File: src/dead_reckoning_position_observer_assert.svh
// ----------------------------------------------------------------------------
// dead reckoning observer assertion macros
// concurrent property wrappers used by the rtl that checks itself
// ----------------------------------------------------------------------------
`ifndef DEAD_RECKONING_POSITION_OBSERVER_ASSERT_SVH
`define DEAD_RECKONING_POSITION_OBSERVER_ASSERT_SVH

// same-cycle implication
`define DRPO_ASSERT_NOW(label, clk, rst_n, ante, cons) \
	label: assert property (@(posedge clk) disable iff (!rst_n) (ante) |-> (cons)) \
		else $error("drpo check failed");

// next-cycle implication
`define DRPO_ASSERT_NEXT(label, clk, rst_n, ante, cons) \
	label: assert property (@(posedge clk) disable iff (!rst_n) (ante) |=> (cons)) \
		else $error("drpo check failed");

`endif

File: src/drpo_pkg.sv
`timescale 1ns / 1ps
// ----------------------------------------------------------------------------
// drpo_pkg
// types, constants and the cordic arctangent table of the position observer
// ----------------------------------------------------------------------------
package drpo_pkg;

	typedef enum logic [3:0] {
		ST_IDLE = 4'b0001,
		ST_ROT  = 4'b0010,
		ST_MUL  = 4'b0100,
		ST_DONE = 4'b1000
	} state_t;

	localparam int ATAN_LEN = 24;
	localparam int CNT_W    = 5;
	localparam int XY_W     = 34;
	localparam int MA_W     = 34;
	localparam int MB_W     = 24;
	localparam int PROD_W   = MA_W + MB_W;
	localparam int POS_W    = 36;

	localparam logic [31:0] CORDIC_K = 32'd652032874;
	localparam logic [15:0] GAIN_RESET = 16'd32768;

	// multiply sequence steps
	localparam logic [CNT_W-1:0] MS_COS  = 5'd0;
	localparam logic [CNT_W-1:0] MS_VXC  = 5'd1;
	localparam logic [CNT_W-1:0] MS_VYS  = 5'd2;
	localparam logic [CNT_W-1:0] MS_VXS  = 5'd3;
	localparam logic [CNT_W-1:0] MS_VYC  = 5'd4;
	localparam logic [CNT_W-1:0] MS_HEAD = 5'd5;
	localparam logic [CNT_W-1:0] MS_GX   = 5'd6;
	localparam logic [CNT_W-1:0] MS_GY   = 5'd7;
	localparam logic [CNT_W-1:0] MS_LAST = 5'd8;

	function automatic logic [31:0] atan_val(input logic [CNT_W-1:0] idx);
		logic [31:0] r;
		case (idx)
			5'd0:    r = 32'h20000000;
			5'd1:    r = 32'h12E4051E;
			5'd2:    r = 32'h09FB385B;
			5'd3:    r = 32'h051111D4;
			5'd4:    r = 32'h028B0D43;
			5'd5:    r = 32'h0145D7E1;
			5'd6:    r = 32'h00A2F61E;
			5'd7:    r = 32'h00517C55;
			5'd8:    r = 32'h0028BE53;
			5'd9:    r = 32'h00145F2F;
			5'd10:   r = 32'h000A2F98;
			5'd11:   r = 32'h000517CC;
			5'd12:   r = 32'h00028BE6;
			5'd13:   r = 32'h000145F3;
			5'd14:   r = 32'h0000A2FA;
			5'd15:   r = 32'h0000517D;
			5'd16:   r = 32'h000028BE;
			5'd17:   r = 32'h0000145F;
			5'd18:   r = 32'h00000A30;
			5'd19:   r = 32'h00000518;
			5'd20:   r = 32'h0000028C;
			5'd21:   r = 32'h00000146;
			5'd22:   r = 32'h000000A3;
			5'd23:   r = 32'h00000051;
			default: r = 32'h00000000;
		endcase
		return r;
	endfunction

endpackage

File: src/dead_reckoning_position_observer.sv
// accepts an item only in ST_IDLE, so a new item waits until the last estimate
//   is loaded into the output registers; the work is done by the shared cordic
//   shift-add stage (one step a cycle) and the one shared multiplier (7 products)
// reset: arst_n clears position and heading to zero, gain to 1.0, no item pending
`timescale 1ns / 1ps
// ----------------------------------------------------------------------------
// dead_reckoning_position_observer
// rotates body-frame displacement by the stored heading, integrates heading
// and pulls the predicted position toward the measured one
// ----------------------------------------------------------------------------
`include "dead_reckoning_position_observer_assert.svh"

module dead_reckoning_position_observer #(
	parameter int CORDIC_STEPS = 16,
	parameter int ANGLE_BITS   = 16
) (
	input  logic                clk,
	input  logic                arst_n,
	input  logic                cfg_wr_en,
	input  logic [15:0]         cfg_wr_data,
	input  logic                in_valid,
	output logic                in_ready,
	input  logic signed [31:0]  meas_x,
	input  logic signed [31:0]  meas_y,
	input  logic signed [23:0]  vel_x,
	input  logic signed [23:0]  vel_y,
	input  logic signed [23:0]  yaw_rate,
	input  logic [15:0]         step_time,
	output logic                out_valid,
	input  logic                out_ready,
	output logic signed [31:0]  est_x,
	output logic signed [31:0]  est_y,
	output logic signed [15:0]  est_heading
);

	localparam int STEPS = (CORDIC_STEPS > drpo_pkg::ATAN_LEN) ?
		drpo_pkg::ATAN_LEN : CORDIC_STEPS;
	localparam int UP = 32 - ANGLE_BITS;
	localparam int XW = drpo_pkg::XY_W;
	localparam int PW = drpo_pkg::PROD_W;
	localparam int SW = drpo_pkg::POS_W;
	localparam logic [drpo_pkg::CNT_W-1:0] ROT_LAST = drpo_pkg::CNT_W'(STEPS - 1);

	drpo_pkg::state_t state_q;
	logic [drpo_pkg::CNT_W-1:0] cnt_q;

	logic [15:0]               gain_q;
	logic signed [31:0]        pos_x_q, pos_y_q;
	logic [ANGLE_BITS-1:0]     heading_q;

	logic signed [31:0]        mx_q, my_q;
	logic signed [23:0]        vx_q, vy_q, wz_q;
	logic [15:0]               dt_q;

	logic signed [XW-1:0]      x_q, y_q, z_q;
	logic                      flip_q;
	logic signed [31:0]        cos_q, sin_q;

	logic signed [drpo_pkg::MA_W-1:0] mul_a;
	logic signed [drpo_pkg::MB_W-1:0] mul_b;
	logic signed [PW-1:0]      prod_q, acc_q;
	logic signed [PW-1:0]      rsum, rsh, corr;
	logic signed [SW-1:0]      px_q, py_q;
	logic signed [SW-1:0]      diff;

	logic signed [31:0]        est_x_q, est_y_q;
	logic [ANGLE_BITS-1:0]     est_head_q;
	logic                      out_valid_q;

	logic                      in_acc;
	logic                      out_load;
	logic [31:0]               ang32;
	logic                      flip;
	logic signed [XW-1:0]      z_init, xs, ys, atan34, c_fin, s_fin;

	function automatic logic signed [31:0] sat32(input logic signed [SW-1:0] v);
		logic signed [31:0] r;
		if (v > SW'(32'sh7FFFFFFF))
			r = 32'sh7FFFFFFF;
		else if (v < -SW'(33'sh080000000))
			r = 32'sh80000000;
		else
			r = v[31:0];
		return r;
	endfunction

	assign in_ready = (state_q == drpo_pkg::ST_IDLE);
	assign in_acc   = in_valid && in_ready;
	assign out_load = (state_q == drpo_pkg::ST_DONE) && (!out_valid_q || out_ready);

	// cordic start angle, turned by a half turn around pi
	assign ang32  = {heading_q, UP'(0)};
	assign flip   = ang32[31] ^ ang32[30];
	assign z_init = {{(XW-31){ang32[31] ^ flip}}, ang32[30:0]};
	assign xs     = x_q >>> cnt_q;
	assign ys     = y_q >>> cnt_q;
	assign atan34 = {{(XW-32){1'b0}}, drpo_pkg::atan_val(cnt_q)};
	assign c_fin  = flip_q ? -x_q : x_q;
	assign s_fin  = flip_q ? -y_q : y_q;

	always_comb begin
		diff  = '0;
		mul_a = '0;
		mul_b = '0;
		case (cnt_q)
			drpo_pkg::MS_VXC: begin
				mul_a = {{2{cos_q[31]}}, cos_q};
				mul_b = vx_q;
			end
			drpo_pkg::MS_VYS: begin
				mul_a = {{2{sin_q[31]}}, sin_q};
				mul_b = vy_q;
			end
			drpo_pkg::MS_VXS: begin
				mul_a = {{2{sin_q[31]}}, sin_q};
				mul_b = vx_q;
			end
			drpo_pkg::MS_VYC: begin
				mul_a = {{2{cos_q[31]}}, cos_q};
				mul_b = vy_q;
			end
			drpo_pkg::MS_HEAD: begin
				mul_a = {{(drpo_pkg::MA_W-16){1'b0}}, dt_q};
				mul_b = wz_q;
			end
			drpo_pkg::MS_GX: begin
				diff  = {{(SW-32){mx_q[31]}}, mx_q} - px_q;
				mul_a = diff[drpo_pkg::MA_W-1:0];
				mul_b = {{(drpo_pkg::MB_W-16){1'b0}}, gain_q};
			end
			drpo_pkg::MS_GY: begin
				diff  = {{(SW-32){my_q[31]}}, my_q} - py_q;
				mul_a = diff[drpo_pkg::MA_W-1:0];
				mul_b = {{(drpo_pkg::MB_W-16){1'b0}}, gain_q};
			end
			default: begin
				mul_a = '0;
				mul_b = '0;
			end
		endcase
	end

	assign rsum = (cnt_q == drpo_pkg::MS_VXS) ? (acc_q - prod_q) : (acc_q + prod_q);
	assign rsh  = rsum >>> 30;
	assign corr = prod_q >>> 15;

	// sequencer and state
	always_ff @(posedge clk or negedge arst_n) begin
		if (!arst_n) begin
			state_q     <= drpo_pkg::ST_IDLE;
			cnt_q       <= '0;
			gain_q      <= drpo_pkg::GAIN_RESET;
			pos_x_q     <= '0;
			pos_y_q     <= '0;
			heading_q   <= '0;
			out_valid_q <= 1'b0;
		end else begin
			if (cfg_wr_en)
				gain_q <= cfg_wr_data;
			if (out_load)
				out_valid_q <= 1'b1;
			else if (out_ready)
				out_valid_q <= 1'b0;
			case (state_q)
				drpo_pkg::ST_IDLE: begin
					cnt_q <= '0;
					if (in_acc)
						state_q <= drpo_pkg::ST_ROT;
				end
				drpo_pkg::ST_ROT: begin
					if (cnt_q == ROT_LAST) begin
						cnt_q   <= drpo_pkg::MS_COS;
						state_q <= drpo_pkg::ST_MUL;
					end else begin
						cnt_q <= cnt_q + 1'b1;
					end
				end
				drpo_pkg::ST_MUL: begin
					if (cnt_q == drpo_pkg::MS_GX)
						heading_q <= heading_q + prod_q[UP +: ANGLE_BITS];
					if (cnt_q == drpo_pkg::MS_LAST)
						state_q <= drpo_pkg::ST_DONE;
					else
						cnt_q <= cnt_q + 1'b1;
				end
				drpo_pkg::ST_DONE: begin
					if (out_load) begin
						pos_x_q <= sat32(px_q);
						pos_y_q <= sat32(py_q);
						state_q <= drpo_pkg::ST_IDLE;
					end
				end
				default: state_q <= drpo_pkg::ST_IDLE;
			endcase
		end
	end

	// datapath
	always_ff @(posedge clk) begin
		if (in_acc) begin
			mx_q   <= meas_x;
			my_q   <= meas_y;
			vx_q   <= vel_x;
			vy_q   <= vel_y;
			wz_q   <= yaw_rate;
			dt_q   <= step_time;
			x_q    <= XW'(drpo_pkg::CORDIC_K);
			y_q    <= '0;
			z_q    <= z_init;
			flip_q <= flip;
		end
		if (state_q == drpo_pkg::ST_ROT) begin
			if (!z_q[XW-1]) begin
				x_q <= x_q - ys;
				y_q <= y_q + xs;
				z_q <= z_q - atan34;
			end else begin
				x_q <= x_q + ys;
				y_q <= y_q - xs;
				z_q <= z_q + atan34;
			end
		end
		if (state_q == drpo_pkg::ST_MUL) begin
			prod_q <= mul_a * mul_b;
			case (cnt_q)
				drpo_pkg::MS_COS: begin
					cos_q <= c_fin[31:0];
					sin_q <= s_fin[31:0];
				end
				drpo_pkg::MS_VYS: acc_q <= prod_q;
				drpo_pkg::MS_VXS: px_q <= {{(SW-32){pos_x_q[31]}}, pos_x_q} + rsh[SW-1:0];
				drpo_pkg::MS_HEAD: py_q <= {{(SW-32){pos_y_q[31]}}, pos_y_q} + rsh[SW-1:0];
				drpo_pkg::MS_GY: px_q <= px_q + corr[SW-1:0];
				drpo_pkg::MS_LAST: py_q <= py_q + corr[SW-1:0];
				default: acc_q <= (cnt_q == drpo_pkg::MS_VYC) ? prod_q : acc_q;
			endcase
		end
		if (out_load) begin
			est_x_q    <= sat32(px_q);
			est_y_q    <= sat32(py_q);
			est_head_q <= heading_q;
		end
	end

	assign out_valid = out_valid_q;
	assign est_x     = est_x_q;
	assign est_y     = est_y_q;

	generate
		if (ANGLE_BITS >= 16) begin : g_head_narrow
			assign est_heading = est_head_q[ANGLE_BITS-1 -: 16];
		end else begin : g_head_wide
			assign est_heading = {est_head_q, (16-ANGLE_BITS)'(0)};
		end
	endgenerate

	`DRPO_ASSERT_NEXT(a_busy_after_accept, clk, arst_n, in_acc, !in_ready)
	`DRPO_ASSERT_NOW(a_rot_count, clk, arst_n, state_q == drpo_pkg::ST_ROT, cnt_q <= ROT_LAST)
	`DRPO_ASSERT_NOW(a_result_from_done, clk, arst_n, $rose(out_valid_q),
		$past(state_q) == drpo_pkg::ST_DONE)

endmodule

File: config.mk
export PLATFORM = sky130hd
export DESIGN_NAME = dead_reckoning_position_observer
export DESIGN_NICKNAME = d
export VERILOG_FILES = /design/src/drpo_pkg.sv /design/src/dead_reckoning_position_observer.sv
export VERILOG_INCLUDE_DIRS = /design/src /design/src/src
export SDC_FILE = /design/constraint.sdc
export NUM_CORES = 2
export LEC_CHECK = 0
export BUFFER_PORTS_ARGS = -buffer_cell sky130_fd_sc_hd__buf_2
export CAP_MARGIN = 25
export CORE_ASPECT_RATIO = 1.2
export CORE_MARGIN = 1
export CORE_UTILIZATION = 50
export DETAILED_ROUTE_END_ITERATION = 8
export PLACE_DENSITY_LB_ADDON = 0.3
export SYNTH_ARGS = -nofsm -noshare
export SYNTH_HDL_FRONTEND = slang
export SYNTH_SLANG_ARGS = --single-unit
File: constraint.sdc
create_clock -name clk -period 17.2 [get_ports clk]
set_input_delay 3.44 -clock clk [delete_from_list [all_inputs] [get_ports clk]]
set_output_delay 3.44 -clock clk [all_outputs]
set_load 0.1 [all_outputs]
**Yosys cells after proc, flatten, opt, wreduce, memory -nomap -nowiden**

Memories as Yosys holds them, arrays and structs flattened.
Index checks and enable logic that the tools add are counted.

- ROM bits: 960
- Flip-flop bits (word level): 693
- Logic and storage cells: 130
- Input bits: 173
- Memories kept: 1
- Output and inout bits: 82

Memories:

| memory | depth | width | read ports | clocked after memory_dff | write ports | line | text |
|---|---|---|---|---|---|---|---|
| (no name shown) | 32 | 30 | 1 | 0 | 0 | drpo_pkg.sv:39 | `case (idx)` |

- Magnitude comparators: 4
- $mul: 1
- Eq/ne operators: 18
- Mux-type cells: 32
- Shifts and indexed selects: 2
- Bitwise operators: 3
- Add/sub/neg operators: 18
- Reduce and logical (&&, ||, !) cells: 25

Operators by type and width:

| cell | count |
|---|---|
| $mux W34 | 9 |
| $mux W32 | 6 |
| $pmux W34 S5 | 1 |
| $pmux W36 S2 | 2 |
| $sub A34 B34 Y34 | 4 |
| $mux W58 | 2 |
| $pmux W58 S2 | 1 |
| $pmux W24 S4 | 1 |
| $add A36 B36 Y36 | 2 |
| $gt A36 B32 Y1 const B | 2 |
| $lt A36 B32 Y1 const B | 2 |
| $add A34 B34 Y34 | 2 |
| $sshr A34 B5 Y34 | 2 |
| $add A32 B28 Y33 | 2 |
| $neg A32 Y32 | 2 |
| $add A58 B58 Y58 | 1 |
| $mul A34 B24 Y58 | 1 |
| $sub A58 B58 Y58 | 1 |
| $add A34 B33 Y34 | 1 |
| $sub A34 B33 Y34 | 1 |
| $eq A5 B3 Y1 const B | 4 |
| $add A16 B16 Y16 | 1 |
| $mux W4 | 4 |
| $pmux W4 S4 | 1 |
| other kinds (26) | 48 |

**Longest topological paths before layout**

- Word-level depth: 5
- Depth in mapped cells: 43
- Mapped depth without buffers: 41

**Worst setup path before layout**

OpenSTA, ideal clock, no wires.

- Path kind: reg2reg
- From: register cnt_q[0] (netlist bit)
- To: register acc_q[0] (enable)
- Path slack: 5.130 ns
- Clock period less this slack: 12.070 ns
- Stages on the path, launching flop included: 12
- Setup time: 0.785 ns
- Path buffers: 6
- Required time: 16.415 ns
- Data arrival time: 11.285 ns
- Cells stage by stage: dfrtp_1 -> buf_2 -> buf_6 -> buf_4 -> buf_2 -> buf_2 -> clkinv_1 -> ha_1 -> clkbuf_1 -> inv_1 -> nand3_1 -> a2111oi_0

- Word-level cells in the longest chain between the ends: 4
- Elaborated cells between the ends (all ways): 11
- Classes of those cells: 6 x eq/ne; 1 x bitwise; 4 x reduce/logical

Ends and longest elaborated chain:

| what | line | text |
|---|---|---|
| start: declaration | dead_reckoning_position_observer.sv:45 | `logic [drpo_pkg::CNT_W-1:0] cnt_q;` |
| start signal: assignment | dead_reckoning_position_observer.sv:172 | `cnt_q <= drpo_pkg::MS_COS;` |
| start signal: assignment | dead_reckoning_position_observer.sv:175 | `cnt_q <= cnt_q + 1'b1;` |
| start signal: assignment | dead_reckoning_position_observer.sv:184 | `cnt_q <= cnt_q + 1'b1;` |
| $eq A5 B2 Y1 (tied with other cells) | dead_reckoning_position_observer.sv:225 | `case (cnt_q)` |
| $reduce_or A5 Y1 (no source line) | -- |  |
| $not A1 Y1 (no source line) | -- |  |
| $reduce_and A3 Y1 (no source line) * | -- |  |
| end signal: assignment | dead_reckoning_position_observer.sv:230 | `drpo_pkg::MS_VYS: acc_q <= prod_q;` |
| end signal: assignment | dead_reckoning_position_observer.sv:235 | `default: acc_q <= (cnt_q == drpo_pkg::MS_VYC) ? prod_q : acc_q;` |
| end: declaration | dead_reckoning_position_observer.sv:61 | `logic signed [PW-1:0] prod_q, acc_q;` |

Mark *: on every way between the ends. The rest lies on a longest branch, timed or not.
A chain may end at the register's enable or synchronous reset.

**Worst setup path after layout**

- From: register cnt_q[0] (netlist bit)
- To: register prod_q[56], data pin

- Word-level cells in the longest chain between the ends: 4
- Elaborated cells between the ends (all ways): 15
- Classes of those cells: 1 x mul; 7 x eq/ne; 2 x mux; 5 x reduce/logical

Ends and longest elaborated chain:

| what | line | text |
|---|---|---|
| $eq A5 B3 Y1 (tied with other cells) | dead_reckoning_position_observer.sv:105 | `case (cnt_q)` |
| $reduce_or A2 Y1 (no source line) | -- |  |
| $pmux W34 S5 / $pmux W24 S4 (equally long branches) | dead_reckoning_position_observer.sv:105 |  |
| $mul A34 B24 Y58 * | dead_reckoning_position_observer.sv:224 | `prod_q <= mul_a * mul_b;` |
| end signal: assignment | dead_reckoning_position_observer.sv:224 |  |
| end: declaration | dead_reckoning_position_observer.sv:61 |  |

Marked as above.

==> flow_summary.ini <==
[power_and_ir_drop]
ir_drop_mv = 0.1470
p_leak_nw = 37.62
power_frac_comb_pct = 58.7
switching_share_pct = 47.19
p_clk_share_pct = 17.7
power_w = 0.01085
p_int_w = 0.005730
p_switching_w = 0.005120
pwr_density_cell_nw_per_um2 = 127.6
seqPwrFrac_pct = 23.6

[critical_path]
worst_path_most_repeated_cell = fa_1
worstPathRequired_ns = 17.68
start_kind = flip-flop
crit_fanout = 59
slowest_stage = a21boi_1
startpoint = cnt_q[0]
critical_path_class = reg2reg
rr_startpoint = cnt_q[0]
slowest_delay_ns = 1.03
arrival_ns = 13.32
setup.worst_path.end_class = flip-flop
cp_top_family = compound AO/OA/AOI/OAI gates
worstPathBufferInverterCount = 8

[sta]
hold_ws_ns = 0.4866
maxSlewViolCount = 0
rsz0062_at_grt = false
timing.final.crit_share_pct = 74.67
relSlewSlack_pct = 20.24
hold_violations = 0
setup_violations = 0
fmax_mhz = 77.86
finalSetupTns_ns = 0
period_minus_slack_ns = 12.84
fin_skew_ns = 0.06209
worst_pin_slew_ns = 1.194
setup_slack_ns = 4.357

[yosys]
yosys.area.top_type = edfxtp_1
async_flop_share_pct = 15.30
syn_nets = 9832
syn_avg_cell_area_sq_um = 9.456
synth_top_cell_area_share_pct = 22.49
ys_ff_latch = 693
synth_top_family_by_area = adder cells
synthMostInstantiatedCell = nand2_1
syn_area_sq_um = 78380
synth_fa_ha_area_share_pct = 29.81
synth_xor_area_share_pct = 6.369
ys_warn_count = 0
synth_edf_count = 587
synthMuxAreaShare_pct = 3.739
synth.distinct_cells = 101
synth_compound_area_share_pct = 13.71
synth_simple_gate_area_share_pct = 13.63
synth_area_leaders = edfxtp_1 22%, fa_1 21%, ha_1 8.6%
synth_common_cells = 1144 x nand2_1, 1061 x inv_1, 829 x fa_1, 587 x edfxtp_1, 582 x nor2_1
synth_flop_cell = edfxtp_1
ys_seq_area_share_pct = 25.88
syn-instance-count = 8289

[global_route]
first_global_vias = 65446
antenna_found_initial = 9
overflow = 0
grtUsageMet2_pct = 55.51
grt_usage_pct = 34.26
use_met1_pct = 42.19
top_usage_layer = met2
gr-usage-met3_pct = 6.114
grt_pass1_wl_um = 404500
grt_max_degree = 87

[hold_path]
min_from = pos_y_q[11]
min_path_type = reg2reg

[drt]
vias = 64802
drt.antenna.violating_nets = 0
vias_per_cell = 6.131
route.detailed.drc = 0
dr.first_iter.drc_count = 6336
first_pass_iters = 9
wl_um = 272400
wl_per_cell_um = 25.77

[finish]
drive_gt1_share_pct = 8.968
utilization_pct = 54.88
final_net_count = 9960
syn2layout_area_growth_pct = 8.510

[place]
place_ws_ns = 4.741
place_congestion = 1.037
place_hpwl_um = 208200
portBuffers = 254

[cts]
cts.sinks = 693
ctsHoldBuffers = 0
postCtsSetupRepairBufs = 0
clk_latency_ns = 0.76
cts_max_level = 3
cts_root_buf = clkbuf_16
cts_resized = 0
cts_tree = done
clockBufferDepth = 3
clkTransAtPathRegs_ns = 0.07
cts_buffers = 82

[status]
status = complete, no violations

[floorplanning]
fp.dieH_um = 435.7
rows = 158
io_pins = 255
start_util_pct = 50.57
die_x_um = 363.4
dieArea_sq_um = 158400
core_sq_um = 155000

[run]
drv_cap = 0
==> per-stage QoR <==
stage | instances | area (sq um)
after floorplan | 8289 | 78380
after global routing | 10567 | 85050
after detailed placement | 10408 | 82070
after CTS | 10561 | 84960
final | 10569 | 85050
after global placement | 10407 | 82050
==> tightest hold or removal path: stages, from the launching register on <==
cell and delay (ns):
dfrtp_1 0.35, nand2_1 0.05, nand2_1 0.05
==> layer usage <==
layer	vias up	wire (um)
li1	28327	-
met1	32056	100400
met2	3502	126500
met3	907	25120
met4	10	20270
met5	-	80
==> placed cells by master (no fill, tap or decap), types with 99 or more instances in the layout <==
master,instances
nand2_1,1139
inv_1,1058
fa_1,829
edfxtp_1,587
nor2_1,574
ha_1,541
a21oi_1,490
xnor2_1,344
o21ai_0,331
buf_2,253
xor2_1,226
a21o_1,190
buf_4,125
o21a_1,119
dfrtp_1,99
==> final timing paths <==
kind / to / cells past startpoint / slack, ns
min in group asynchronous: pos_y_q[19] / 1 / 2.75
max in group asynchronous: gain_q[0] / 2 / 13.11
hold / removal: pos_y_q[11] / 2 / 0.49
hold reg to reg: pos_y_q[11] / 2 / 0.49
setup / recovery: prod_q[56] / 34 / 4.36
setup reg to reg: prod_q[56] / 34 / 4.36
==> cell type report <==
cell class              count  area (sq um)
clock buffers              98          2205
repair buffers            384          2305
fillers                 14028         69940
flip-flops and latches    693         20290
well taps                2080          2603
inverters                1068          4019
multi-input cells        6188         52930
diodes                      3         7.507
clock inverters            55         690.7
==> sequential cells by signal (all words and copies together), names as in the netlist, 5 cells and up <==
signal	flops
sin_q	32
gain_q	16
est_y	32
px_q	36
pos_y_q	32
wz_q	24
cnt_q	5
acc_q	58
mx_q	32
est_x	32
z_q	34
vy_q	24
heading_q	16
py_q	36
my_q	32
prod_q	58
est_heading	16
pos_x_q	32
x_q	34
cos_q	32
y_q	34
dt_q	16
vx_q	24
==> logic make-up (layout without fill, tap and decap cells) <==
family / Yosys count / in the layout
adder cells (fa/ha/maj): 1370 / 1370
AND/OR/NAND/NOR: 2400 / 2400
multiplexers: 176 / 176
flip-flops: 693 / 693
AO/OA/AOI/OAI: 1672 / 1672
buffers and inverters: 1408 / 1605
other: 0 / 3
XOR/XNOR: 570 / 570
==> power by group through the flow <==
| stage | Combinational, W | Clock [W] | Sequential, W |
|---|---|---|---|
| 2_1_floorplan | 0.00456 | 0 | 0.00238 |
| 3_3_place_gp | 0.00611 | 0 | 0.00257 |
| 3_5_place_dp | 0.00621 | 0 | 0.00257 |
| 4_1_cts | 0.00625 | 0.00195 | 0.00254 |
| 5_1_grt | 0.00692 | 0.00200 | 0.00257 |
| 6_report | 0.00637 | 0.00192 | 0.00256 |
(Power assumes the default switching activity.)
